$ cat src/rhr_pkg.sv
// Shared constants, types and codes of the rainbow hue-to-RGB converter.
`timescale 1ns / 1ps
`default_nettype none

package rhr_pkg;

  // Fraction bits of the colour arithmetic
  localparam int unsigned FRAC_BITS = 16;

  localparam int unsigned COLOUR_W    = 8;
  localparam int unsigned TIME_W      = 32;
  localparam int unsigned HASH_W      = 24;
  localparam int unsigned SUM_W       = 29;
  localparam int unsigned QUOT_W      = 21;
  localparam int unsigned HUE_W       = 9;
  localparam int unsigned H120_W      = 7;
  localparam int unsigned TRI_W       = 6;
  localparam int unsigned IN_TDATA_W  = 56;
  localparam int unsigned OUT_TDATA_W = 24;
  localparam int unsigned NUM_STAGES  = 8;

  // Configuration port
  localparam int unsigned REG_W       = 16;
  localparam int unsigned APB_ADDR_W  = 3;
  localparam int unsigned APB_DATA_W  = 32;
  localparam logic [REG_W-1:0] SATURATION_RST = 16'd45875;
  localparam logic [REG_W-1:0] BRIGHTNESS_RST = 16'd45875;

  typedef enum logic {
    REG_SATURATION = 1'b0,
    REG_BRIGHTNESS = 1'b1
  } reg_idx_e;

  // Divide by ten: exact for every 32-bit time stamp
  localparam int unsigned DIV10_SHIFT = 35;
  localparam logic [TIME_W-1:0] DIV10_MULT = 32'hCCCC_CCCD;

  // Divide by 360: exact for sums below 2^29
  localparam int unsigned   DIV360_SHIFT  = 39;
  localparam int unsigned   DIV360_W      = 31;
  localparam longint unsigned DIV360_MULT_L = ((64'd1 << DIV360_SHIFT) + 64'd359) / 64'd360;
  localparam logic [DIV360_W-1:0] DIV360_MULT = DIV360_MULT_L[DIV360_W-1:0];

  // Divide by 60: exact for chroma times triangle below 60 * 2^FRAC_BITS
  localparam int unsigned   DIV60_SHIFT  = FRAC_BITS + 12;
  localparam int unsigned   DIV60_W      = FRAC_BITS + 7;
  localparam longint unsigned DIV60_MULT_L = ((64'd1 << DIV60_SHIFT) + 64'd59) / 64'd60;
  localparam logic [DIV60_W-1:0] DIV60_MULT = DIV60_MULT_L[DIV60_W-1:0];

  localparam int unsigned XPROD_W = FRAC_BITS + TRI_W;

  // Hue boundaries
  localparam logic [HUE_W-1:0] HUE_60  = 9'd60;
  localparam logic [HUE_W-1:0] HUE_120 = 9'd120;
  localparam logic [HUE_W-1:0] HUE_180 = 9'd180;
  localparam logic [HUE_W-1:0] HUE_240 = 9'd240;
  localparam logic [HUE_W-1:0] HUE_300 = 9'd300;

  typedef enum logic [2:0] {
    SEC_RED     = 3'd0,
    SEC_YELLOW  = 3'd1,
    SEC_GREEN   = 3'd2,
    SEC_CYAN    = 3'd3,
    SEC_BLUE    = 3'd4,
    SEC_MAGENTA = 3'd5
  } sector_e;

  // Colour terms derived from the saturation and brightness registers
  typedef struct packed {
    logic [FRAC_BITS-1:0] chroma;
    logic [FRAC_BITS-1:0] offset;
  } cfg_t;

endpackage

`default_nettype wire

$ cat src/rhr_cfg.sv
// APB register file for saturation and brightness, with derived chroma and offset.
`timescale 1ns / 1ps
`default_nettype none

module rhr_cfg (
  input  wire logic                            clk_i,
  input  wire logic                            rst_ni,
  input  wire logic                            psel,
  input  wire logic                            penable,
  input  wire logic                            pwrite,
  input  wire logic [rhr_pkg::APB_ADDR_W-1:0]  paddr,
  input  wire logic [rhr_pkg::APB_DATA_W-1:0]  pwdata,
  output logic      [rhr_pkg::APB_DATA_W-1:0]  prdata,
  output logic                                 pready,
  output rhr_pkg::cfg_t                        cfg_o
);
  import rhr_pkg::*;

  logic [REG_W-1:0]          sat_q, bri_q;
  logic                      wr_en;
  reg_idx_e                  idx;
  logic [2*REG_W-1:0]        sv_prod;
  logic [FRAC_BITS+REG_W-1:0] v_ext;
  logic [FRAC_BITS-1:0]      chroma_d, chroma_q, value_d, value_q;
  cfg_t                      cfg_d, cfg_q;

  assign pready = 1'b1;
  assign idx    = reg_idx_e'(paddr[2]);
  assign wr_en  = psel & penable & pwrite & pready;

  always_ff @(posedge clk_i or negedge rst_ni) begin
    if (!rst_ni) begin
      sat_q <= SATURATION_RST;
      bri_q <= BRIGHTNESS_RST;
    end else if (wr_en) begin
      unique case (idx)
        REG_SATURATION: sat_q <= pwdata[REG_W-1:0];
        REG_BRIGHTNESS: bri_q <= pwdata[REG_W-1:0];
        default: ;
      endcase
    end
  end

  always_comb begin
    unique case (idx)
      REG_SATURATION: prdata = APB_DATA_W'(sat_q);
      REG_BRIGHTNESS: prdata = APB_DATA_W'(bri_q);
      default:        prdata = '0;
    endcase
  end

  // Chroma is S*V scaled to the fraction width; value is V rescaled
  assign sv_prod  = sat_q * bri_q;
  assign chroma_d = sv_prod[2*REG_W-1 -: FRAC_BITS];
  assign v_ext    = {bri_q, {FRAC_BITS{1'b0}}};
  assign value_d  = v_ext[FRAC_BITS+REG_W-1:REG_W];

  assign cfg_d.chroma = chroma_q;
  assign cfg_d.offset = value_q - chroma_q;

  always_ff @(posedge clk_i) begin
    chroma_q <= chroma_d;
    value_q  <= value_d;
    cfg_q    <= cfg_d;
  end

  assign cfg_o = cfg_q;

endmodule

`default_nettype wire

$ cat src/rainbow_hue_to_rgb_top.sv
// Top level of the rainbow hue-to-RGB converter: eight-stage colour pipeline.
`timescale 1ns / 1ps
`default_nettype none

//  Channel     | Dir | Handshake                        | Contents
//  ------------+-----+----------------------------------+--------------------------------
//  s_axis      | in  | s_axis_tvalid / s_axis_tready    | source colour and time stamp
//  m_axis      | out | m_axis_tvalid / m_axis_tready    | rotated RGB colour
//  apb         | in  | psel, penable, pwrite, pready    | saturation (0x0), brightness (0x4)
//
//  One request enters per clock unless back-pressure has filled the pipeline; results leave
//  in request order. The two reciprocal multipliers (divide by ten and by 360) and the
//  chroma-times-triangle multiply are each followed by their own register stage.
//  Reset clears the stage valid bits and loads both registers with about 0.7.
//  A stalled stage holds its contents; an empty stage keeps taking from the one before it,
//  so bubbles close up and nothing is lost or repeated. Register writes reach the
//  pipeline through the chroma and value registers, then the cfg register.

module rainbow_hue_to_rgb_top (
  input  wire logic                             clk_i,
  input  wire logic                             rst_ni,
  // s_axis_tdata: in_red [7:0], in_green [15:8], in_blue [23:16], time_ms [55:24]
  input  wire logic                             s_axis_tvalid,
  output logic                                  s_axis_tready,
  input  wire logic [rhr_pkg::IN_TDATA_W-1:0]   s_axis_tdata,
  // m_axis_tdata: out_red [7:0], out_green [15:8], out_blue [23:16]
  output logic                                  m_axis_tvalid,
  input  wire logic                             m_axis_tready,
  output logic      [rhr_pkg::OUT_TDATA_W-1:0]  m_axis_tdata,
  input  wire logic                             psel,
  input  wire logic                             penable,
  input  wire logic                             pwrite,
  input  wire logic [rhr_pkg::APB_ADDR_W-1:0]   paddr,
  input  wire logic [rhr_pkg::APB_DATA_W-1:0]   pwdata,
  output logic      [rhr_pkg::APB_DATA_W-1:0]   prdata,
  output logic                                  pready
);
  import rhr_pkg::*;

  localparam int unsigned F = FRAC_BITS;

  cfg_t cfg;

  rhr_cfg u_cfg (
    .clk_i   (clk_i),
    .rst_ni  (rst_ni),
    .psel    (psel),
    .penable (penable),
    .pwrite  (pwrite),
    .paddr   (paddr),
    .pwdata  (pwdata),
    .prdata  (prdata),
    .pready  (pready),
    .cfg_o   (cfg)
  );

  // ---------------------------------------------------------------------------
  // Flow control: a stage takes new contents when empty or when its successor moves
  // ---------------------------------------------------------------------------
  logic [NUM_STAGES-1:0] vld_q;
  logic [NUM_STAGES:0]   adv;

  always_comb begin
    adv[NUM_STAGES] = m_axis_tready;
    for (int k = NUM_STAGES - 1; k >= 0; k--) begin
      adv[k] = !vld_q[k] || adv[k+1];
    end
  end

  always_ff @(posedge clk_i or negedge rst_ni) begin
    if (!rst_ni) begin
      vld_q <= '0;
    end else begin
      if (adv[0]) begin
        vld_q[0] <= s_axis_tvalid;
      end
      for (int k = 1; k < NUM_STAGES; k++) begin
        if (adv[k]) begin
          vld_q[k] <= vld_q[k-1];
        end
      end
    end
  end

  assign s_axis_tready = adv[0];
  assign m_axis_tvalid = vld_q[NUM_STAGES-1];

  // ---------------------------------------------------------------------------
  // Stage 1: colour hash and time stamp times the reciprocal of ten
  // ---------------------------------------------------------------------------
  logic [COLOUR_W-1:0]   in_red, in_green, in_blue;
  logic [TIME_W-1:0]     time_ms;
  logic [15:0]           hash_hi;
  logic [HASH_W-1:0]     hash_d, hash1_q;
  logic [2*TIME_W-1:0]   prod10_d, prod10_q;

  assign in_red   = s_axis_tdata[7:0];
  assign in_green = s_axis_tdata[15:8];
  assign in_blue  = s_axis_tdata[23:16];
  assign time_ms  = s_axis_tdata[55:24];

  // (r*255 + g)*255 + b, each times 255 done as shift and subtract
  assign hash_hi  = {in_red, 8'd0} - {8'd0, in_red} + {8'd0, in_green};
  assign hash_d   = {hash_hi, 8'd0} - {8'd0, hash_hi} + {16'd0, in_blue};
  assign prod10_d = time_ms * DIV10_MULT;

  always_ff @(posedge clk_i) begin
    if (adv[0]) begin
      hash1_q  <= hash_d;
      prod10_q <= prod10_d;
    end
  end

  // ---------------------------------------------------------------------------
  // Stage 2: hue sum = time/10 + hash (stays below 2^29)
  // ---------------------------------------------------------------------------
  logic [SUM_W-1:0] sum_d, sum2_q;

  assign sum_d = prod10_q[DIV10_SHIFT +: SUM_W] + SUM_W'(hash1_q);

  always_ff @(posedge clk_i) begin
    if (adv[1]) begin
      sum2_q <= sum_d;
    end
  end

  // ---------------------------------------------------------------------------
  // Stage 3: quotient of the sum by 360 through the reciprocal
  // ---------------------------------------------------------------------------
  logic [SUM_W+DIV360_W-1:0] prod360;
  logic [QUOT_W-1:0]         quot3_q;
  logic [SUM_W-1:0]          sum3_q;

  assign prod360 = sum2_q * DIV360_MULT;

  always_ff @(posedge clk_i) begin
    if (adv[2]) begin
      quot3_q <= prod360[DIV360_SHIFT +: QUOT_W];
      sum3_q  <= sum2_q;
    end
  end

  // ---------------------------------------------------------------------------
  // Stage 4: hue = sum - 360*quotient
  // ---------------------------------------------------------------------------
  logic [SUM_W-1:0] q360, hue_full;
  logic [HUE_W-1:0] hue4_q;

  assign q360     = SUM_W'({quot3_q, 8'd0}) + SUM_W'({quot3_q, 6'd0})
                  + SUM_W'({quot3_q, 5'd0}) + SUM_W'({quot3_q, 3'd0});
  assign hue_full = sum3_q - q360;

  always_ff @(posedge clk_i) begin
    if (adv[3]) begin
      hue4_q <= hue_full[HUE_W-1:0];
    end
  end

  // ---------------------------------------------------------------------------
  // Stage 5: sector and triangle distance 60 - |(hue mod 120) - 60|
  // ---------------------------------------------------------------------------
  sector_e           sec_d, sec5_q, sec6_q;
  logic [HUE_W-1:0]  h120_full;
  logic [H120_W-1:0] h120, tri_full;
  logic [TRI_W-1:0]  tri5_q;

  always_comb begin
    if (hue4_q < HUE_60)       sec_d = SEC_RED;
    else if (hue4_q < HUE_120) sec_d = SEC_YELLOW;
    else if (hue4_q < HUE_180) sec_d = SEC_GREEN;
    else if (hue4_q < HUE_240) sec_d = SEC_CYAN;
    else if (hue4_q < HUE_300) sec_d = SEC_BLUE;
    else                       sec_d = SEC_MAGENTA;

    if (hue4_q < HUE_120)      h120_full = hue4_q;
    else if (hue4_q < HUE_240) h120_full = hue4_q - HUE_120;
    else                       h120_full = hue4_q - HUE_240;
    h120 = h120_full[H120_W-1:0];

    if (h120 >= HUE_60[H120_W-1:0]) tri_full = HUE_120[H120_W-1:0] - h120;
    else                             tri_full = h120;
  end

  always_ff @(posedge clk_i) begin
    if (adv[4]) begin
      sec5_q <= sec_d;
      tri5_q <= tri_full[TRI_W-1:0];
    end
  end

  // ---------------------------------------------------------------------------
  // Stage 6: chroma times triangle
  // ---------------------------------------------------------------------------
  logic [XPROD_W-1:0] xprod6_q;

  always_ff @(posedge clk_i) begin
    if (adv[5]) begin
      xprod6_q <= cfg.chroma * tri5_q;
      sec6_q   <= sec5_q;
    end
  end

  // ---------------------------------------------------------------------------
  // Stage 7: second component = product / 60, then route per sector
  // ---------------------------------------------------------------------------
  logic [XPROD_W+DIV60_W-1:0] prod60;
  logic [F-1:0]               xq, chroma;
  logic [F-1:0]               red_d, green_d, blue_d;
  logic [F-1:0]               red7_q, green7_q, blue7_q;

  assign prod60 = xprod6_q * DIV60_MULT;
  assign xq     = prod60[DIV60_SHIFT +: F];
  assign chroma = cfg.chroma;

  always_comb begin
    case (sec6_q)
      SEC_RED:     begin red_d = chroma; green_d = xq;     blue_d = '0;     end
      SEC_YELLOW:  begin red_d = xq;     green_d = chroma; blue_d = '0;     end
      SEC_GREEN:   begin red_d = '0;     green_d = chroma; blue_d = xq;     end
      SEC_CYAN:    begin red_d = '0;     green_d = xq;     blue_d = chroma; end
      SEC_BLUE:    begin red_d = xq;     green_d = '0;     blue_d = chroma; end
      default:     begin red_d = chroma; green_d = '0;     blue_d = xq;     end
    endcase
  end

  always_ff @(posedge clk_i) begin
    if (adv[6]) begin
      red7_q   <= red_d;
      green7_q <= green_d;
      blue7_q  <= blue_d;
    end
  end

  // ---------------------------------------------------------------------------
  // Stage 8: channel = ((component + offset) * 255) >> F, held for the consumer
  // ---------------------------------------------------------------------------
  logic [F:0]          red_sum, green_sum, blue_sum;
  logic [F+8:0]        red_sc, green_sc, blue_sc;
  logic [COLOUR_W-1:0] out_red_q, out_green_q, out_blue_q;

  assign red_sum   = {1'b0, red7_q}   + {1'b0, cfg.offset};
  assign green_sum = {1'b0, green7_q} + {1'b0, cfg.offset};
  assign blue_sum  = {1'b0, blue7_q}  + {1'b0, cfg.offset};
  assign red_sc    = {red_sum, 8'd0}   - {8'd0, red_sum};
  assign green_sc  = {green_sum, 8'd0} - {8'd0, green_sum};
  assign blue_sc   = {blue_sum, 8'd0}  - {8'd0, blue_sum};

  always_ff @(posedge clk_i) begin
    if (adv[7]) begin
      out_red_q   <= red_sc[F +: COLOUR_W];
      out_green_q <= green_sc[F +: COLOUR_W];
      out_blue_q  <= blue_sc[F +: COLOUR_W];
    end
  end

  assign m_axis_tdata = {out_blue_q, out_green_q, out_red_q};

endmodule

`default_nettype wire

$ cat config.mk
export PLATFORM = sky130hd
export DESIGN_NAME = rainbow_hue_to_rgb_top
export DESIGN_NICKNAME = d
export VERILOG_FILES = /design/src/rhr_pkg.sv /design/src/rhr_cfg.sv /design/src/rainbow_hue_to_rgb_top.sv
export SDC_FILE = /design/constraint.sdc
export NUM_CORES = 2
export LEC_CHECK = 0
export BUFFER_PORTS_ARGS = -buffer_cell sky130_fd_sc_hd__buf_4
export CORE_ASPECT_RATIO = 0.9
export CORE_MARGIN = 3
export CORE_UTILIZATION = 65
export CTS_CLUSTER_DIAMETER = 120
export DETAILED_ROUTE_END_ITERATION = 10
export GPL_TIMING_DRIVEN = 0
export HOLD_SLACK_MARGIN = 0.05
export MAX_ROUTING_LAYER = met4
export PLACE_DENSITY = 0.83
export SLEW_MARGIN = 20
export SYNTH_ARGS = -nofsm -noshare
export SYNTH_HDL_FRONTEND = slang
export SYNTH_HIERARCHICAL = 1
export SYNTH_SLANG_ARGS = --single-unit
$ cat constraint.sdc
create_clock -name clk_i -period 8 [get_ports clk_i]
set_input_delay 0.8 -clock clk_i [delete_from_list [all_inputs] [get_ports clk_i]]
set_output_delay 0.8 -clock clk_i [all_outputs]
set_load 0.1 [all_outputs]
==> run metrics <==
ys async rst share approximately an eighth; Via density between 5 and 6; number of global-route vias before repair around 45000; buffers added on ports 120; top-area cell type share of the netlist area about 32%; startpoint types input port; Final min period slightly below 8000 ps; final wirelength between 100000 and 150000 um; synthesized area ~59000 um2; Final TNS setup 0 ps; Worst-Margin Slew between 900 and 1000 ps; initial antenna violation count 2; Worst-Skew Late Latency ~590 ps; Worst Path Required roughly 8400 ps; ys flop type edfxtp_1; FF-to-FF End quot3_q[5]$_DFFE_PP_; Hold Buf Count CTS 0; CTS tree built; initial DRC count between 3000 and 4000; synthesized instance count around 5900; Initial Util around 66%; vias 42255; Sink Count 316; CTS Buf Count 37; #FFs+latches synth around 320; fillcell total between 6000 and 7000; worst path bufs/invs 7; Setup crit end kind register; GPL Wtd Cong 1.05; # H-tree levels 2; clk buf depth 3; min-delay worst type input port to asynchronous set/reset pin; yosys synthesis warning count 6; most used cell, CP fa_1; Synth cell types 96; reg2reg path depth 24; post-route cell area roughly 63000 um2; first-pass GRT wire length about 240000 um; Tcrit/Tclk final 97.6%; Area Overhead vs Synth 6.41%; max_slew headroom between 30 and 40%; Placed Area approximately 62000 um2; drt first pass iters 8; reg-to-reg critical path startpoint sum2_q[16]$_DFFE_PP_; mean post-synth cell area approximately 10 um2; all-layer global routing usage about 34%; Setup Fix Bufs, Post-CTS 0; RSZ-0062 raised after global routing no; Crit path max-delay family adder cells; final cell count without fillers 7258; post-DP HPWL 129000 um; fmax between 100 and 150 MHz; Synth area leader fa_1; Worst Skew approximately 28 ps; sequential fraction of the synthesis area between 10 and 15%; Vert. Die Dim 292 um; IO Pins between 150 and 200; status finished clean; die width 324 um; max-cap violations 0; grt ovf 0; worst endpoint data arrival time just over 8000 ps; Final #Nets around 8000; Die ar. 94600 um2; Crit Path Class input port to register; Worst path slowest cell fa_1; wire length per cell between 20 and 25 um; Cells after DPL around 7000; Final Hold Fails 0; synth top area cells fa_1 32%, ha_1 22%, edfxtp_1 11%; antenna-violating nets left 0; final max-slew violation count 0; clock-pin slew on the worst setup and hold paths roughly 60 ps; CP Max Fanout 5; DRC 0; Root Buffer clkbuf_16; num rows 104; largest net degree at the start of global routing 55; share of cells above drive strength 1 5.37%; register-to-register setup slack ~430 ps; CP max stage delay 550 ps; Setup violations, final 0; core area between 80000 and 90000 um2; Post-synth EDFFs 212
-- area by class of cell --
type,instances,area (um2),share of cell area (%)
clock buffer,49,1040,1.66
inverter,1525,5720,9.10
timing repair buffer,122,948,1.51
clock inverter,18,186,0.296
sequential,316,8670,13.8
tap,1166,1460,2.32
multi-input combinational,3956,44400,70.6
buffer,104,459,0.730
antenna,2,5.00,0.00796
-- metrics by stage --
stage                     setup WS, ps  utilization [%]  hold WS [ps]
after detailed placement          -887             68.6           339
after CTS                         22.3             70.0           237
after floorplan                    659                -           331
after global routing              9.75             70.0           270
after global placement            -812             68.5           337
final                              196             70.0           247
-- cells in the mapped netlist, types with 7 or more instances --
cell type,n
inv_1,1525
ha_1,1036
fa_1,954
nand2_1,351
edfxtp_1,212
a21oi_1,191
xnor2_1,166
and2_1,155
nor2_1,135
o21ai_0,113
xor2_1,104
a21o_1,96
clkbuf_1,82
dfxtp_1,64
nand3_1,56
nor3_1,51
mux2_2,49
nand4_1,37
nor2b_1,32
nand2b_1,30
a22o_1,28
o21bai_1,26
and3_1,25
a211oi_1,24
o21a_1,23
dfrtp_1,22
a31oi_1,20
o211ai_1,20
dfstp_2,18
buf_4,17
or3_1,17
a21boi_0,15
nor4_1,12
a211o_1,10
or2_2,10
o2111ai_1,9
o31ai_1,9
a2111oi_0,8
a31o_2,8
or4_1,7
-- layout by cell type, fill, tap and decap left out, types with 25 or more instances in the layout --
master     instances
a21o_1            96
a21oi_1          191
a22o_1            28
and2_1           155
and3_1            25
buf_4            137
clkbuf_1          85
clkbuf_16         40
dfxtp_1           64
edfxtp_1         212
fa_1             954
ha_1            1029
inv_1           1525
mux2_2            49
nand2_1          349
nand2b_1          30
nand3_1           54
nand4_1           37
nor2_1           135
nor2b_1           32
nor3_1            50
o21ai_0          111
o21bai_1          26
xnor2_1          165
xor2_1           102
-- worst register-to-register path, stage by stage, from the launching register on --
cell      delay [ps]
edfxtp_1         640
ha_1             540
inv_1            100
fa_1             500
inv_1             60
fa_1             440
fa_1             500
inv_1             50
fa_1             620
inv_1            100
fa_1             510
fa_1             550
inv_1             50
fa_1             490
inv_1             40
ha_1             300
nand3_1          110
nor2_1            50
a211o_1          270
a21oi_1          450
o21ai_0          150
nor2_1           160
a31oi_1          200
or4_1            440
nand3_1          140
-- sequential cells by signal, indices dropped and copies added (netlist names), 6 cells and up --
name / cells
u_cfg/chroma_q: 16
sum2_q: 29
out_green_q: 8
green7_q: 16
u_cfg/cfg_o: 32
tri5_q: 6
out_red_q: 8
hue4_q: 9
sum3_q: 9
xprod6_q: 22
out_blue_q: 8
vld_q: 8
u_cfg/value_q: 16
blue7_q: 16
hash1_q: 24
quot3_q: 6
u_cfg/sat_q: 16
u_cfg/bri_q: 16
prod10_q: 29
red7_q: 16
-- worst max path at each step --
stage	start	end	slack, ps	cells past startpoint
6_report	s_axis_tdata[42]	prod10_q[62]$_DFFE_PP_	200	26
5_1_grt	s_axis_tdata[50]	prod10_q[63]$_DFFE_PP_	10	25
2_1_floorplan	s_axis_tdata[34]	prod10_q[56]$_DFFE_PP_	660	24
4_1_cts	s_axis_tdata[31]	prod10_q[62]$_DFFE_PP_	20	26
3_3_place_gp	s_axis_tdata[34]	prod10_q[62]$_DFFE_PP_	-810	25
3_5_place_dp	s_axis_tdata[34]	prod10_q[56]$_DFFE_PP_	-890	25
-- per-layer routing --
layer / routed length, um / GRT usage (%) / up-vias
met5: 0 / - / -
met2: 68800 / 52.5 / 1883
met4: 6100 / 11.4 / 0
li1: - / - / 19084
met1: 59900 / 43.9 / 20863
met3: 14800 / 7.41 / 425
-- kinds of logic (layout without fill, tap and decap cells) --
group | Yosys count | count (layout) | synth area share [%]
buf+inv | 1632 | 1818 | 10.5
simple gates | 948 | 948 | 7.92
other cells | 2 | 19 | 0.0127
xor+xnor | 270 | 270 | 4.00
fa+ha+maj | 1990 | 1990 | 54.2
mux | 52 | 52 | 0.984
flops | 316 | 316 | 14.7
compound gates | 679 | 679 | 7.69
-- timing repair --
action,4_1_cts,5_1_grt
pin swaps,0,2
gates resized for setup,2,22
setup endpoints to repair,11,16
Power is not shown: default switching activity piles up to over one toggle a cycle in this logic, so the estimate is an artifact.
